### config.mk
export PLATFORM = sky130hd
export DESIGN_NAME = dst_sqrt_cell
export DESIGN_NICKNAME = d
export VERILOG_FILES = /design/src/rtl/dst_pkg.sv /design/src/rtl/dst_sqrt_cell.sv
export SDC_FILE = /design/constraint.sdc
export NUM_CORES = 1
export LEC_CHECK = 0
export BUFFER_PORTS_ARGS = -buffer_cell sky130_fd_sc_hd__buf_4
export CORE_AREA = 2 2 290 292
export DETAILED_ROUTE_END_ITERATION = 12
export DIE_AREA = 0 0 292 294
export HOLD_SLACK_MARGIN = 0.15
export PLACE_DENSITY = 0.4
export SYNTH_ARGS = -nofsm -noshare
export SYNTH_HDL_FRONTEND = slang
export SYNTH_SLANG_ARGS = --single-unit
export TNS_END_PERCENT = 30
### constraint.sdc
create_clock -name clk -period 10.84 [get_ports clk]
set_input_delay 3.252 -clock clk [delete_from_list [all_inputs] [get_ports clk]]
set_output_delay 3.252 -clock clk [all_outputs]
set_load 0.02 [all_outputs]
### src/rtl/dst_pkg.sv
// Shared types and constants for the dimple surface thickness block.
`timescale 1ns / 1ps
`default_nettype none
package dst_pkg;

  localparam int R2_W   = 64;
  localparam int DIV_W  = 32;
  localparam int LEN_W  = 16;
  localparam int CFG_IW = 3;

  typedef enum logic [1:0] {
    SHAPE_SPHERE  = 2'd0,
    SHAPE_FLAT    = 2'd1,
    SHAPE_CYL     = 2'd2,
    SHAPE_ELLIPSE = 2'd3
  } shape_t;

  localparam logic [CFG_IW-1:0] REG_THICK = 3'd0;
  localparam logic [CFG_IW-1:0] REG_RAD   = 3'd1;
  localparam logic [CFG_IW-1:0] REG_DEP   = 3'd2;
  localparam logic [CFG_IW-1:0] REG_SHAPE = 3'd3;

  typedef struct packed {
    shape_t           mode;
    logic             in_dimple;
    logic             flat;
    logic [LEN_W-1:0] thick;
    logic [LEN_W-1:0] dep;
    logic [LEN_W-1:0] rad;
    logic [31:0]      rr;
    logic [31:0]      dd;
    logic [31:0]      rs;
    logic [31:0]      root1;
    logic [R2_W-1:0]  r2;
  } dst_item_t;

endpackage
`default_nettype wire

### src/rtl/dst_sqrt_cell.sv
// One digit-by-digit square root step: takes two radicand bits, forms one root bit.
`timescale 1ns / 1ps
`default_nettype none
module dst_sqrt_cell
  import dst_pkg::*;
#(
  parameter int ROOT_W = 32
) (
  input  wire logic                clk,
  input  wire logic                rst,
  input  wire logic                en,
  input  wire logic                v_in,
  input  wire dst_item_t           it_in,
  input  wire logic [2*ROOT_W-1:0] rad_in,
  input  wire logic [ROOT_W-1:0]   root_in,
  input  wire logic [ROOT_W+1:0]   rem_in,
  output logic                     v_out,
  output dst_item_t                it_out,
  output logic [2*ROOT_W-1:0]      rad_out,
  output logic [ROOT_W-1:0]        root_out,
  output logic [ROOT_W+1:0]        rem_out
);

  logic [ROOT_W+3:0] t;
  logic [ROOT_W+3:0] trial;
  logic [ROOT_W+3:0] diff;
  logic              ge;

  always_comb begin
    t     = {rem_in, rad_in[2*ROOT_W-1 -: 2]};
    trial = {2'b00, root_in, 2'b01};
    diff  = t - trial;
    ge    = (t >= trial);
  end

  always_ff @(posedge clk) begin
    if (rst) begin
      v_out <= 1'b0;
    end else if (en) begin
      v_out <= v_in;
    end
  end

  always_ff @(posedge clk) begin
    if (en) begin
      it_out   <= it_in;
      rad_out  <= {rad_in[2*ROOT_W-3:0], 2'b00};
      root_out <= {root_in[ROOT_W-2:0], ge};
      rem_out  <= ge ? diff[ROOT_W+1:0] : t[ROOT_W+1:0];
    end
  end

endmodule
`default_nettype wire

==> load_flow_metrics.sql <==
INSERT INTO impl_metrics (metric_group, metric, value, unit) VALUES
('clock_network', 'holdBufCountCts', '0', ''),
('synth', 'post_synth_num_cell_types', '58', ''),
('drt', 'antenna_violating_nets_post_route', '0', ''),
('synth', 'postSynthCellCount', '741', ''),
('power', 'internal-power', '2860', 'µW'),
('global_routing', 'grt_start_max_net_pins', '158', ''),
('final_layout', 'filler_cell_count', '8643', ''),
('global_routing', 'grt_pass1_vias', '10000', ''),
('place', 'placed_cell_area', '20500', 'µm²'),
('critical_path', 'setup.worst_path.end_class', 'flip-flop', ''),
('power', 'power.sequential.fraction', '45.3', '%'),
('critical_path', 'critical_path.cell_chain', 'buf_4, inv_1, ha_1, a21o_1, o41ai_1, o211ai_1, a211oi_1, o21a_2, buf_4, mux2_1', ''),
('timing', 'finalHoldViolCount', '0', ''),
('final_layout', 'layout.nets', '1942', ''),
('floorplanning', 'fp.dieH', '294', 'µm'),
('synth', 'syn-mean-instance-area', '18.3', 'µm²'),
('global_routing', 'antenna_found_initial', '8', ''),
('critical_path', 'path_class', 'in -> reg', ''),
('synth', 'edff_count_synth', '372', ''),
('synth', 'mappedNetlistArea', '13600', 'µm²'),
('power', 'switching_share', '26.9', '%'),
('power', 'clkPwrFrac', '37.6', '%'),
('job', 'max_cap_viols', '0', ''),
('drt', 'drcViolationCount', '0', ''),
('min_path', 'class_of_the_tightest_hold_or_removal_check', 'reg -> reg', ''),
('clock_network', 'cts-root-buf', 'sky130_fd_sc_hd__clkbuf_16', ''),
('critical_path', 'critical_path_s_most_frequent_cell', 'sky130_fd_sc_hd__buf_4', ''),
('power', 'power.total', '3910', 'µW'),
('power', 'power_switching', '1050', 'µW'),
('final_layout', 'finalCoreUtilization', '26.5', '%'),
('global_routing', 'grt_pass1_wl', '73.0', 'mm'),
('critical_path', 'crit_path_start_kind', 'input pin', ''),
('outcome', 'run_status', 'completed', ''),
('timing', 'finalSetupViolations', '0', ''),
('synth', 'synth_flop_cell', 'sky130_fd_sc_hd__edfxtp_1', ''),
('global_routing', 'overflow', '0', ''),
('drt', 'drt_iter0_drc', '430', ''),
('clock_network', 'numCtsBuffers', '46', ''),
('timing', 'clock_skew', '0', 'ns'),
('timing', 'worst_slack', '4.56', 'ns'),
('drt', 'dr_total_vias', '9571', ''),
('power', 'ir_worst_vdd', '104', 'µV'),
('place', 'pre_cts_slack', '3.96', 'ns'),
('synth', 'register_bit_total_from_synthesis', '373', ''),
('synth', 'synth-seq-area-share', '82.4', '%'),
('drt', 'drt_pre_antenna_iters', '4', ''),
('clock_network', 'cts-root-to-sink-buffers', '3', ''),
('floorplanning', 'die_area', '85800', 'µm²'),
('timing', 'timing.final.crit_period', '6.28', 'ns'),
('final_layout', 'final_area', '22000', 'µm²'),
('synth', 'async_flop_share', '0', '%'),
('power', 'comb_power_share', '17.1', '%'),
('critical_path', 'cp_max_fo', '35', ''),
('critical_path', 'timing.critical_path.slowest_cell_delay', '0.57', 'ns'),
('clock_network', 'cts_max_level', '2', ''),
('power', 'power_density_over_cell_area', '178', 'nW/µm²'),
('clock_network', 'worstSkewPairLatency', '0.57', 'ns'),
('floorplanning', 'die-width', '292', 'µm'),
('synth', 'synthesis.yosys.warnings', '0', ''),
('timing', 'fin_setup_tns', '0', 'ns'),
('critical_path', 'critPathArrivalTime', '6.61', 'ns'),
('clock_network', 'cts_setup_buffers', '0', ''),
('place', 'gpl.final_weighted_congestion', '0.791', ''),
('final_layout', 'area_delta_synth_final', '61.9', '%'),
('floorplanning', 'fp-row-count', '106', ''),
('timing', 'layout_worst_path_cycle_share', '57.9', '%'),
('clock_network', 'cts.sink_count', '373', ''),
('timing', 'setup_repair_after_global_routing_missed_its_margin', 'false', ''),
('place', 'buffer_ports.inserted', '750', ''),
('place', 'hpwlAfterDp', '42.5', 'mm'),
('timing', 'fmaxAchievable', '159', 'MHz');
-- kinds of logic after synthesis --
kind of cell               share of synthesized area, %
other                                            0.0276
adders and majority gates                          3.13
xor gates and xnor gates                           1.81
DFF                                                82.4
AOI/OAI and AO/OA                                  6.36
buffers and inverters                              1.69
muxes                                             0.544
and+or+nand+nor                                    4.04
-- final timing paths --
check        slack (ns)               start  cells after the start                    to
min reg2reg        0.52  v_out$_SDFFE_PP0P_                      2    v_out$_SDFFE_PP0P_
min                0.52  v_out$_SDFFE_PP0P_                      2    v_out$_SDFFE_PP0P_
max                4.56          root_in[7]                     10  rem_out[3]$_DFFE_PP_
max reg2reg       10.25  v_out$_SDFFE_PP0P_                      2    v_out$_SDFFE_PP0P_
-- critical path, delay by kind of cell --
family	cells	cell delay, ns
AO/OA/AOI/OAI	5	2.02
adder cells (fa/ha/maj)	1	0.39
buffers and inverters	3	0.56
multiplexers	1	0.36
-- power by group through the flow --
stage	sequential (µW)	combinational [µW]	clock (µW)
after floorplan	1960	118	0
after global placement	1800	679	0
after detailed placement	1800	681	0
after CTS	1770	682	1530
after global routing	1780	712	1590
final	1770	669	1470
-- cell usage in the layout (no fill, tap or decap), types with 7 or more instances in the layout --
| master | n |
|---|---|
| sky130_fd_sc_hd__nor2_1 | 15 |
| sky130_fd_sc_hd__clkbuf_1 | 8 |
| sky130_fd_sc_hd__buf_4 | 752 |
| sky130_fd_sc_hd__clkinv_2 | 8 |
| sky130_fd_sc_hd__a21o_1 | 21 |
| sky130_fd_sc_hd__edfxtp_1 | 372 |
| sky130_fd_sc_hd__xnor2_1 | 12 |
| sky130_fd_sc_hd__o21ai_0 | 12 |
| sky130_fd_sc_hd__and3_1 | 9 |
| sky130_fd_sc_hd__nor3_1 | 8 |
| sky130_fd_sc_hd__nand4_1 | 7 |
| sky130_fd_sc_hd__inv_1 | 41 |
| sky130_fd_sc_hd__o21ai_1 | 31 |
| sky130_fd_sc_hd__ha_1 | 34 |
| sky130_fd_sc_hd__xor2_1 | 16 |
| sky130_fd_sc_hd__clkinv_1 | 9 |
| sky130_fd_sc_hd__clkbuf_16 | 46 |
| sky130_fd_sc_hd__nand2_1 | 48 |
| sky130_fd_sc_hd__a21oi_1 | 26 |
-- layer usage --
metal | part of all wire (%) | global-route usage [%] | up-vias
met4 | 2.2 | 3.34 | 8
li1 | - | - | 4440
met3 | 9.5 | 4.86 | 71
met2 | 53 | 21.7 | 396
met1 | 35 | 12.0 | 4656
met5 | 0.099 | 0 | -
-- synthesized netlist by cell type, drive strengths merged (4+ instances only) --
cell | number | area share [%]
a21o | 22 | 1.2
nor3 | 8 | 0.29
and2 | 6 | 0.28
clkbuf | 5 | 0.14
and3 | 9 | 0.41
xnor2 | 12 | 0.77
nor2 | 15 | 0.41
mux2i | 4 | 0.29
nand2b | 6 | 0.28
a21oi | 26 | 0.96
nand3 | 4 | 0.15
ha | 34 | 3.1
a31oi | 5 | 0.23
buf | 9 | 0.39
xor2 | 16 | 1.0
nand4 | 7 | 0.32
inv | 42 | 1.2
edfxtp | 372 | 82
o21ai | 44 | 1.6
nand2 | 48 | 1.3
-- cell type report --
| type | count | area, µm² | share of cell area, % |
|---|---|---|---|
| repair buffers | 754 | 5680 | 25.8 |
| well taps | 1080 | 1350 | 6.15 |
| clock inverters | 27 | 211 | 0.962 |
| clock buffers | 57 | 1220 | 5.56 |
| multi-input cells | 313 | 2170 | 9.85 |
| diodes | 4 | 10.0 | 0.0455 |
| inverters | 42 | 158 | 0.717 |
| flip-flops and latches | 373 | 11200 | 50.9 |
-- registers in the layout (all words and copies together), names as in the netlist --
signal / count
rad_out: 62
root_out: 32
it_out: 244
rem_out: 34
v_out: 1
-- per-stage QoR --
| step | hold WS (ns) | cells |
|---|---|---|
| detailed placement | 0.502 | 2562 |
| global placement | 0.486 | 2562 |
| finish | 0.516 | 2650 |
| global route | 0.553 | 2649 |
| CTS | 0.515 | 2646 |
| floorplan | 0.579 | 742 |
No activity file was read; power rests on OpenSTA's default activity.
