`src/rtl/dst_pkg.sv`:
```
// Shared types and constants for the dimple surface thickness block.
`timescale 1ns / 1ps
`default_nettype none
package dst_pkg;

  localparam int R2_W   = 64;
  localparam int DIV_W  = 32;
  localparam int LEN_W  = 16;
  localparam int CFG_IW = 3;

  typedef enum logic [1:0] {
    SHAPE_SPHERE  = 2'd0,
    SHAPE_FLAT    = 2'd1,
    SHAPE_CYL     = 2'd2,
    SHAPE_ELLIPSE = 2'd3
  } shape_t;

  localparam logic [CFG_IW-1:0] REG_THICK = 3'd0;
  localparam logic [CFG_IW-1:0] REG_RAD   = 3'd1;
  localparam logic [CFG_IW-1:0] REG_DEP   = 3'd2;
  localparam logic [CFG_IW-1:0] REG_SHAPE = 3'd3;

  typedef struct packed {
    shape_t           mode;
    logic             in_dimple;
    logic             flat;
    logic [LEN_W-1:0] thick;
    logic [LEN_W-1:0] dep;
    logic [LEN_W-1:0] rad;
    logic [31:0]      rr;
    logic [31:0]      dd;
    logic [31:0]      rs;
    logic [31:0]      root1;
    logic [R2_W-1:0]  r2;
  } dst_item_t;

endpackage
`default_nettype wire

```
`src/rtl/dst_div_cell.sv`:
```
// One restoring division step: shifts a dividend bit in and forms one quotient bit.
`timescale 1ns / 1ps
`default_nettype none
module dst_div_cell
  import dst_pkg::*;
(
  input  wire logic             clk,
  input  wire logic             rst,
  input  wire logic             en,
  input  wire logic             v_in,
  input  wire dst_item_t        it_in,
  input  wire logic [DIV_W-1:0] rem_in,
  input  wire logic [DIV_W-1:0] lo_in,
  input  wire logic [DIV_W-1:0] den_in,
  output logic                  v_out,
  output dst_item_t             it_out,
  output logic [DIV_W-1:0]      rem_out,
  output logic [DIV_W-1:0]      lo_out,
  output logic [DIV_W-1:0]      den_out
);

  logic [DIV_W:0]   t;
  logic [DIV_W:0]   diff;
  logic             ge;

  always_comb begin
    t    = {rem_in, lo_in[DIV_W-1]};
    diff = t - {1'b0, den_in};
    ge   = (t >= {1'b0, den_in});
  end

  always_ff @(posedge clk) begin
    if (rst) begin
      v_out <= 1'b0;
    end else if (en) begin
      v_out <= v_in;
    end
  end

  always_ff @(posedge clk) begin
    if (en) begin
      it_out  <= it_in;
      rem_out <= ge ? diff[DIV_W-1:0] : t[DIV_W-1:0];
      lo_out  <= {lo_in[DIV_W-2:0], ge};
      den_out <= den_in;
    end
  end

endmodule
`default_nettype wire

```
`config.mk`:
```
export PLATFORM = sky130hd
export DESIGN_NAME = dst_div_cell
export DESIGN_NICKNAME = d
export VERILOG_FILES = /design/src/rtl/dst_pkg.sv /design/src/rtl/dst_div_cell.sv
export SDC_FILE = /design/constraint.sdc
export NUM_CORES = 1
export LEC_CHECK = 0
export BUFFER_PORTS_ARGS = -buffer_cell sky130_fd_sc_hd__buf_2
export CORE_AREA = 2 2 263 265
export CTS_CLUSTER_SIZE = 20
export DETAILED_ROUTE_END_ITERATION = 8
export DIE_AREA = 0 0 265 267
export SLEW_MARGIN = 5
export SYNTH_ARGS = -nofsm -noshare
export SYNTH_HDL_FRONTEND = slang
export SYNTH_SLANG_ARGS = --single-unit
```
`constraint.sdc`:
```
create_clock -name clk -period 7.3 [get_ports clk]
set_input_delay 0.365 -clock clk [delete_from_list [all_inputs] [get_ports clk]]
set_output_delay 0.365 -clock clk [all_outputs]
set_load 0.01 [all_outputs]
```
==> flow_metrics.py, run 1 <==
metrics = {
    "sta": {
        "fin_crit_sh_pct": 57.97,
        "hold_viol_final": 0,
        "max-slew-margin-rel_pct": 21.89,
        "finalSetupViolCount": 0,
        "clock_skew_ps": 0,
        "finalSetupTns_ps": 0,
        "slew_violations": 0,
        "period_minus_slack_ps": 4232,
        "max_freq_mhz": 236.3,
        "holdWs_ps": 44.21,
        "tightest_slew_ps": 1172,
        "rsz0062_at_grt": "false",
    },
    "floorplanning": {
        "die_height_um": 267,
        "coreArea_um2": 67990,
        "die-area_um2": 70760,
        "start_util_pct": 18.32,
        "rows": 96,
        "die_x_um": 265,
        "ios": 685,
    },
    "final_layout": {
        "area_delta_synth_final_pct": 70.91,
        "drive_gt1_share_pct": 43.97,
        "final_nets": 2078,
        "multiInputGateArea_um2": 1991,
        "seqCellArea_um2": 10230,
        "fill_cells": 6742,
    },
    "detailed_routing": {
        "route.detailed.drc": 0,
        "antenna_left": 0,
        "drtIter0Drc": 759,
        "via_count": 10390,
        "viasPerCell": 3.967,
        "wirelength_mm": 57.82,
        "wl_per_cell_um": 22.09,
        "first_pass_iters": 7,
    },
    "setup_path": {
        "reg2reg_to": "v_out$_SDFFE_PP0P_",
        "crit_required_ps": 7590,
        "crit_type": "input port to flip-flop",
        "reg2regPathDepth": 2,
        "crit_path_end_kind": "flip-flop",
        "r2r_start": "v_out$_SDFFE_PP0P_",
        "crit_arrival_ps": 4530,
        "r2r_slack_ps": 6670,
        "path_max_fanout": 42,
        "cp-start-kind": "input port",
    },
    "worst_hold_path": {
        "min_from": "lo_in[15]",
        "hold_path.class": "input port to flip-flop",
        "hold_depth": 1,
        "whs_endpoint": "lo_out[16]$_DFFE_PP_",
    },
    "synthesis": {
        "syn_area_um2": 12450,
        "synth_warnings": 0,
        "synth_top_area_share_pct": 81.99,
        "synth_top_area_cell": "edfxtp_1",
        "netlist_top_cells_area": "edfxtp_1 82%, ha_1 3.2%, a21oi_1 2.3%",
        "synthTopCellsByCount": "340 x edfxtp_1, 56 x a21oi_1, 38 x inv_1",
        "synth_ff_type": "edfxtp_1",
        "ys_ff_latch": 341,
        "synth_edf_count": 340,
        "synth_nets": 1065,
        "synth.distinct_cells": 49,
        "synthCells": 688,
        "synthArstFlopShare_pct": 0,
        "synth-seq-area-share_pct": 82.15,
        "synth_area_per_cell_um2": 18.10,
        "synth.most_common_cell": "edfxtp_1",
    },
    "grt": {
        "overflow": 0,
        "grt_usage_pct": 15.41,
        "grt_max_degree": 147,
        "first_global_vias": 10850,
        "grt_first_pass_wirelength_mm": 78.05,
        "grt_antenna_before_repair": 12,
    },
    "clock_tree": {
        "cts_buffers": 42,
        "cts-root-buf": "clkbuf_16",
        "postCtsSetupRepairBufs": 0,
        "cts_resized": 0,
        "insertion_delay_ps": 540,
        "clkTransAtPathRegs_ps": 60,
        "tritoncts": "built",
        "postCtsHoldBufs": 299,
        "clock-sinks": 341,
        "clockBufferDepth": 3,
        "htree_levels": 2,
    },
    "run_status": {
        "status": "finished clean",
    },
    "power": {
        "power.density_nw_per_um2": 248.4,
        "power.leakage_nw": 8.997,
        "power_mw": 5.288,
        "ir_worst_vdd_uv": 144.5,
    },
    "job": {
        "drv_cap": 0,
    },
    "place": {
        "dpl.hpwl_mm": 43.18,
        "place_congestion": 0.8586,
        "port_buffers": 684,
    },
}
-- how the worst max path moves through the flow --
stage,startpoint,end,slack [ps],cells after the start
after floorplan,den_in[7],rem_out[13]$_DFFE_PP_,4160,12
after global placement,den_in[5],rem_out[8]$_DFFE_PP_,3070,12
after detailed placement,den_in[5],rem_out[7]$_DFFE_PP_,3090,12
after CTS,den_in[5],rem_out[7]$_DFFE_PP_,3130,13
after global routing,den_in[5],rem_out[8]$_DFFE_PP_,2860,13
final,den_in[5],rem_out[7]$_DFFE_PP_,3070,13
-- metal layers --
layer / vias to the layer above / GRT usage, % / share of wire (%)
met5: - / 0 / 0.17
met4: 16 / 9.406 / 6.7
met3: 124 / 6.052 / 9.6
met2: 540 / 25.69 / 48
met1: 5025 / 16.48 / 36
li1: 4680 / - / -
-- worst max-delay path, stage by stage --
cell and delay (ps):
dlygate4sd3_1 540, buf_2 110, inv_1 40, ha_1 420, nand4_1 320, or4_1 580
a21oi_1 130, nor3_1 80, a211oi_2 250, o21ai_2 160, o31ai_4 550, buf_4 530
mux2_2 390
-- state kept, by name, summed over array words and instances (netlist names) --
register and flops:
den_out 32, it_out 244, lo_out 32, rem_out 32, v_out 1
-- cells in the final DEF (no fill, tap or decap), types with 5 or more instances in the layout --
master,n
mux2_2,6
edfxtp_1,340
clkbuf_16,43
o21a_1,6
inv_6,5
buf_2,683
a31oi_1,5
nand3_1,8
nand2_1,26
clkinv_2,8
ha_1,32
clkinv_1,8
inv_1,38
nand4_1,8
xor2_1,12
xnor2_1,15
a21o_1,12
o21ai_0,16
a21oi_1,56
dlygate4sd3_1,300
nor2_1,36
-- power breakdown --
part           internal (mW)  switching, mW  total [mW]
combinational          0.367          0.460       0.827
clock                   1.19          0.868        2.06
sequential              2.35         0.0505        2.40
-- per-stage QoR --
stage                     utilization (%)  area (um^2)  instances  setup slack [ps]
after floorplan                         -        12450        688              4164
after global placement              24.91        16940       2239              3073
after detailed placement            24.91        16940       2239              3087
after CTS                           31.28        21270       2614              3126
after global routing                31.30        21280       2616              2863
final                               31.31        21280       2618              3068
-- kinds of logic (layout without fill, tap and decap cells) --
kind of cell / Yosys count / in the layout / synth area share (%)
buffers and inverters: 56 / 1101 / 1.869
multiplexers: 12 / 12 / 1.065
AND/OR/NAND/NOR: 100 / 100 / 3.768
XOR/XNOR: 27 / 27 / 1.899
adder cells (fa/ha/maj): 33 / 33 / 3.376
other: 0 / 3 / 0
AO/OA/AOI/OAI: 119 / 119 / 5.878
flip-flops: 341 / 341 / 82.15
-- area by class of cell --
class	instances	area share [%]
clock inverter	30	1.182
clock buffer	46	5.108
timing repair buffer	987	30.40
inverter	38	0.6702
antenna	3	0.03527
multi-input combinational	291	9.353
tap	882	5.185
sequential	341	48.06
(Power assumes the default switching activity.)
==> run 2, diff against run 1 <==
--- a/config.mk
+++ b/config.mk
@@ -6,10 +6,10 @@
 export NUM_CORES = 1
 export LEC_CHECK = 0
 export BUFFER_PORTS_ARGS = -buffer_cell sky130_fd_sc_hd__buf_2
-export CORE_AREA = 2 2 263 265
+export CORE_AREA = 2 2 270 272
 export CTS_CLUSTER_SIZE = 20
 export DETAILED_ROUTE_END_ITERATION = 8
-export DIE_AREA = 0 0 265 267
+export DIE_AREA = 0 0 272 274
 export SLEW_MARGIN = 5
 export SYNTH_ARGS = -nofsm -noshare
 export SYNTH_HDL_FRONTEND = slang
==> constraint.sdc (replaced) <==
create_clock -name clk -period 3.7 [get_ports clk]
set_input_delay 0.185 -clock clk [delete_from_list [all_inputs] [get_ports clk]]
set_output_delay 0.185 -clock clk [all_outputs]
set_load 0.01 [all_outputs]
==> flow_metrics.py, run 2 (same netlist as run 1, synthesis figures left out) <==
metrics = {
    "run_status": {
        "status": "finished clean",
    },
    "power": {
        "swShare_pct": 25.56,
        "power.density_nw_per_um2": 482.4,
        "power_frac_seq_pct": 45.0,
        "ir_worst_vdd_uv": 336.4,
        "power.leakage_nw": 9.219,
        "p_comb_share_pct": 15.5,
        "p_switching_mw": 2.697,
        "power_mw": 10.55,
        "p_clk_share_pct": 39.5,
        "intPower_mw": 7.855,
    },
    "setup_path": {
        "crit_type": "input port to flip-flop",
        "r2r_slack_ps": 2550,
        "reg2regPathDepth": 3,
        "path_max_fanout": 19,
        "reg2reg_to": "v_out$_SDFFE_PP0P_",
        "crit_required_ps": 4000,
        "crit_arrival_ps": 3800,
        "cp-start-kind": "input port",
        "crit_path_end_kind": "flip-flop",
        "r2r_start": "v_out$_SDFFE_PP0P_",
    },
    "worst_hold_path": {
        "hold_depth": 3,
        "whs_endpoint": "rem_out[16]$_DFFE_PP_",
        "min_from": "rem_in[15]",
        "hold_path.class": "input port to flip-flop",
    },
    "clock_tree": {
        "cts-root-buf": "clkbuf_16",
        "cts_resized": 0,
        "postCtsSetupRepairBufs": 0,
        "clkTransAtPathRegs_ps": 60,
        "clockBufferDepth": 3,
        "cts_buffers": 41,
        "postCtsHoldBufs": 334,
        "tritoncts": "built",
        "clock-sinks": 341,
        "insertion_delay_ps": 550,
        "htree_levels": 2,
    },
    "place": {
        "port_buffers": 684,
        "place_congestion": 0.8506,
        "placed_cell_area_um2": 17140,
        "dpl.hpwl_mm": 40.16,
        "place_inst": 2326,
    },
    "sta": {
        "max-slew-margin-rel_pct": 55.50,
        "finalSetupTns_ps": 0,
        "period_minus_slack_ps": 3504,
        "rsz0062_at_grt": "false",
        "clock_skew_ps": 0,
        "holdWs_ps": 37.98,
        "slew_violations": 0,
        "max_freq_mhz": 285.4,
        "hold_viol_final": 0,
        "tightest_slew_ps": 667.5,
        "fin_crit_sh_pct": 94.69,
        "finalSetupViolCount": 0,
    },
    "final_layout": {
        "final_cell_count_no_fill": 2736,
        "fill_cells": 7141,
        "drive_gt1_share_pct": 43.29,
        "regMostFlops": "it_out",
        "largest_reg_flops": 244,
        "final_cell_mix": "683 x buf_2, 340 x edfxtp_1, 334 x dlygate4sd3_1",
        "mostFrequentLayoutCell": "buf_2",
        "final_cell_area_um2": 21880,
        "area_delta_synth_final_pct": 75.67,
        "final_nets": 2121,
    },
    "grt": {
        "grt_antenna_before_repair": 7,
        "overflow": 0,
        "first_global_vias": 10800,
        "grt_first_pass_wirelength_mm": 73.59,
        "grt_max_degree": 86,
        "grt_usage_pct": 13.51,
    },
    "floorplanning": {
        "die_height_um": 274,
        "start_util_pct": 17.30,
        "coreArea_um2": 71970,
        "die-area_um2": 74530,
        "ios": 685,
        "rows": 99,
        "die_x_um": 272,
    },
    "detailed_routing": {
        "met1_length_mm": 20.39,
        "via_count": 10370,
        "wl_per_cell_um": 19.71,
        "wl_met2_mm": 27.57,
        "antenna_left": 0,
        "wl_met3_mm": 4.497,
        "topRoutingLayerUsed": "met5",
        "wirelength_mm": 53.94,
        "drtIter0Drc": 747,
        "first_pass_iters": 5,
        "route.detailed.drc": 0,
        "viasPerCell": 3.789,
    },
    "job": {
        "drv_cap": 0,
    },
}
[run 2: worst max-delay path by stage]
stage | from | end | slack, ps | depth (start not counted)
after floorplan | den_in[7] | rem_out[13]$_DFFE_PP_ | 740 | 12
after global placement | lo_in[31] | rem_out[30]$_DFFE_PP_ | 100 | 13
after detailed placement | lo_in[31] | rem_out[30]$_DFFE_PP_ | 120 | 13
after CTS | den_in[0] | rem_out[30]$_DFFE_PP_ | 270 | 13
after global routing | den_in[18] | rem_out[23]$_DFFE_PP_ | 50 | 13
final | den_in[18] | rem_out[23]$_DFFE_PP_ | 200 | 13
[run 2: per-stage QoR]
step                      util, %  worst slack, ps
final                       30.40            196.4
after global routing        30.39            53.64
after CTS                   30.39            270.9
after detailed placement    23.82            124.5
after global placement      23.82            97.77
after floorplan                 -            743.9
[run 2: final cells by class]
type	instances	area [um^2]	area share (%)
Multi-Input combinational cell	291	1991	9.100
Clock buffer	49	1076	4.919
Timing Repair Buffer	1031	6924	31.65
Sequential cell	341	10230	46.76
Inverter	38	142.6	0.6520
Antenna cell	3	7.507	0.03432
Tap cell	959	1200	5.485
Clock inverter	24	305.3	1.396
[run 2: power groups by stage]
stage | Sequential [mW] | Clock (mW) | Combinational (mW)
final | 4.75 | 4.16 | 1.64
after global routing | 4.78 | 4.44 | 1.76
after CTS | 4.75 | 4.32 | 1.65
after detailed placement | 4.82 | 0 | 1.34
after global placement | 4.82 | 0 | 1.34
after floorplan | 4.99 | 0 | 0.337
[run 2: critical path, stage by stage]
cell and delay (ps):
dlygate4sd3_1 520, buf_2 140, inv_1 50, ha_1 420, nand4_1 280, or4_1 540
a21oi_1 160, nor3_1 120, a211oi_2 260, o21ai_2 160, o31ai_4 300, buf_4 300
mux2_1 350
[run 2: per-layer routing]
layer  vias to the layer above  GRT usage (%)
met5                         -              0
met4                         2          3.947
met3                        72          4.028
met2                       500          24.47
met1                      5038          15.29
li1                       4755              -
==> run 3, diff against run 2 <==
--- a/config.mk
+++ b/config.mk
@@ -6,10 +6,14 @@
 export NUM_CORES = 1
 export LEC_CHECK = 0
 export BUFFER_PORTS_ARGS = -buffer_cell sky130_fd_sc_hd__buf_2
-export CORE_AREA = 2 2 270 272
+export CELL_PAD_IN_SITES_DETAIL_PLACEMENT = 1
+export CELL_PAD_IN_SITES_GLOBAL_PLACEMENT = 2
+export CORE_AREA = 2 2 265 267
+export CTS_CLUSTER_DIAMETER = 150
 export CTS_CLUSTER_SIZE = 20
 export DETAILED_ROUTE_END_ITERATION = 8
-export DIE_AREA = 0 0 272 274
+export DIE_AREA = 0 0 267 269
+export PLACE_DENSITY_LB_ADDON = 0.1
 export SLEW_MARGIN = 5
 export SYNTH_ARGS = -nofsm -noshare
 export SYNTH_HDL_FRONTEND = slang
==> flow_metrics.py, run 3 (same netlist as run 1, synthesis figures left out) <==
metrics = {
    "setup_path": {
        "crit_type": "input port to flip-flop",
        "r2r_start": "v_out$_SDFFE_PP0P_",
        "crit_path_end_kind": "flip-flop",
        "path_max_fanout": 18,
        "cp-start-kind": "input port",
        "reg2reg_to": "v_out$_SDFFE_PP0P_",
        "crit_buf_inv": 6,
        "crit_path_cell_trace": "dlygate4sd3_1 -> buf_2 -> inv_1 -> ha_1 -> nand4_1 -> or4_1 -> a21oi_1 -> nor3_2 -> a211oi_2 -> buf_4 -> o21ai_4 -> o31ai_4 -> buf_12 -> o22ai_1 -> dlygate4sd3_1",
        "reg2regPathDepth": 3,
        "r2r_slack_ps": 2550,
        "crit_required_ps": 4040,
        "cp_slowest_cell": "dlygate4sd3_1",
        "slowest_delay_ps": 570,
        "critPathTopFamily": "buffers and inverters",
        "crit_top_cell": "dlygate4sd3_1",
        "crit_arrival_ps": 3870,
    },
    "final_layout": {
        "fill_cells": 7639,
        "regMostFlops": "it_out",
        "multiInputGateArea_um2": 2008,
        "largest_reg_flops": 244,
        "seqCellArea_um2": 10230,
        "mostFrequentLayoutCell": "buf_2",
        "final_cell_mix": "683 x buf_2, 342 x dlygate4sd3_1, 340 x edfxtp_1",
        "final_nets": 2125,
        "drive_gt1_share_pct": 42.69,
        "final_cell_count_no_fill": 2706,
        "area_delta_synth_final_pct": 71.21,
    },
    "clock_tree": {
        "clockBufferDepth": 3,
        "tritoncts": "built",
        "clock-sinks": 341,
        "cts-root-buf": "clkbuf_16",
        "insertion_delay_ps": 570,
        "htree_levels": 1,
        "cts_buffers": 21,
        "clkTransAtPathRegs_ps": 100,
    },
    "floorplanning": {
        "die_height_um": 269,
        "start_util_pct": 17.97,
        "rows": 97,
        "die-area_um2": 71820,
        "coreArea_um2": 69300,
        "die_x_um": 267,
        "ios": 685,
    },
    "detailed_routing": {
        "route.detailed.drc": 0,
        "wirelength_mm": 56.62,
        "first_pass_iters": 4,
        "via_count": 10090,
        "wl_per_cell_um": 20.92,
        "antenna_left": 0,
        "viasPerCell": 3.728,
        "drtIter0Drc": 413,
    },
    "sta": {
        "fin_crit_sh_pct": 95.54,
        "slew_violations": 0,
        "max_freq_mhz": 282.9,
        "max-slew-margin-rel_pct": 41.53,
        "tightest_slew_ps": 877.0,
        "finalSetupViolCount": 0,
        "finalSetupTns_ps": 0,
        "period_minus_slack_ps": 3535,
        "clock_skew_ps": 0,
        "hold_viol_final": 0,
    },
    "place": {
        "port_buffers": 684,
        "place_inst": 2319,
        "place_congestion": 0.7716,
        "dpl.hpwl_mm": 44.49,
    },
    "worst_hold_path": {
        "hold_depth": 1,
        "whs_endpoint": "den_out[26]$_DFFE_PP_",
        "min_from": "en",
        "hold_path.class": "input port to flip-flop",
    },
    "grt": {
        "grtUsageMet3_pct": 4.055,
        "grtUsageMet1_pct": 17.02,
        "grt_max_degree": 93,
        "grt_usage_pct": 14.69,
        "grt_antenna_before_repair": 9,
        "grt_first_pass_wirelength_mm": 76.98,
        "overflow": 0,
        "met2_usage_pct": 26.15,
        "top_usage_layer": "met2",
        "first_global_vias": 10690,
    },
    "power": {
        "p_comb_share_pct": 19.0,
        "power.density_nw_per_um2": 417.0,
        "swShare_pct": 26.99,
        "intPower_mw": 6.491,
        "ir_worst_vdd_uv": 256.8,
        "power.leakage_nw": 8.958,
        "p_switching_mw": 2.400,
        "power_frac_seq_pct": 53.0,
        "p_clk_share_pct": 27.9,
    },
    "run_status": {
        "status": "finished clean",
    },
    "job": {
        "drv_cap": 0,
    },
}
run 3: final cells by class:
| type | instances | area share, % |
|---|---|---|
| sequential | 341 | 47.98 |
| timing repair buffer | 1055 | 33.55 |
| multi-input combinational | 291 | 9.418 |
| tap | 940 | 5.516 |
| clock buffer | 30 | 2.623 |
| inverter | 38 | 0.6690 |
| clock inverter | 4 | 0.1584 |
| antenna | 7 | 0.08215 |
run 3: routing by layer:
layer	share of wire [%]	routed length [um]
met1	39	21890
met4	3.0	1698
met5	0.072	41
met2	51	29090
met3	6.9	3910
run 3: power groups by stage:
stage               sequential, mW  clock (mW)  combinational [mW]
floorplan                     4.99           0               0.337
global placement              4.80           0                1.40
detailed placement            4.80           0                1.39
CTS                           4.72        2.64                1.73
global route                  4.75        2.75                1.84
finish                        4.72        2.48                1.69
run 3: repair_timing:
| action | CTS | global route |
|---|---|---|
| hold buffers | 342 | 0 |
| setup buffers | 0 | 3 |
| setup endpoints to repair | 0 | 1 |
| endpoints found under the hold margin | 340 | 0 |
| resized for setup | 0 | 4 |
run 3: how the worst max path moves through the flow:
stage	depth (start not counted)	start	end
after floorplan	12	den_in[7]	rem_out[13]$_DFFE_PP_
after global placement	13	lo_in[31]	rem_out[30]$_DFFE_PP_
after detailed placement	13	lo_in[31]	rem_out[30]$_DFFE_PP_
after CTS	14	den_in[16]	rem_out[29]$_DFFE_PP_
after global routing	15	den_in[16]	rem_out[29]$_DFFE_PP_
final	15	den_in[16]	rem_out[29]$_DFFE_PP_
run 3: worst reg2reg max path, stage by stage, from the launching register on:
cell and delay (ps):
dfxtp_1 320, mux2i_1 130, nor2_1 50, dlygate4sd3_1 540
run 3: through the flow:
step	util [%]	setup slack (ps)	instance area [um^2]	hold slack [ps]	total power, mW
6_report	30.77	165.0	21320	188.8	8.891
5_1_grt	30.75	-13.71	21310	215.1	9.338
4_1_cts	30.65	56.46	21240	180.7	9.091
3_5_place_dp	24.85	238.7	17220	348.6	6.199
3_3_place_gp	24.85	268.3	17220	346.8	6.201
2_1_floorplan	-	743.9	12450	257.4	5.331
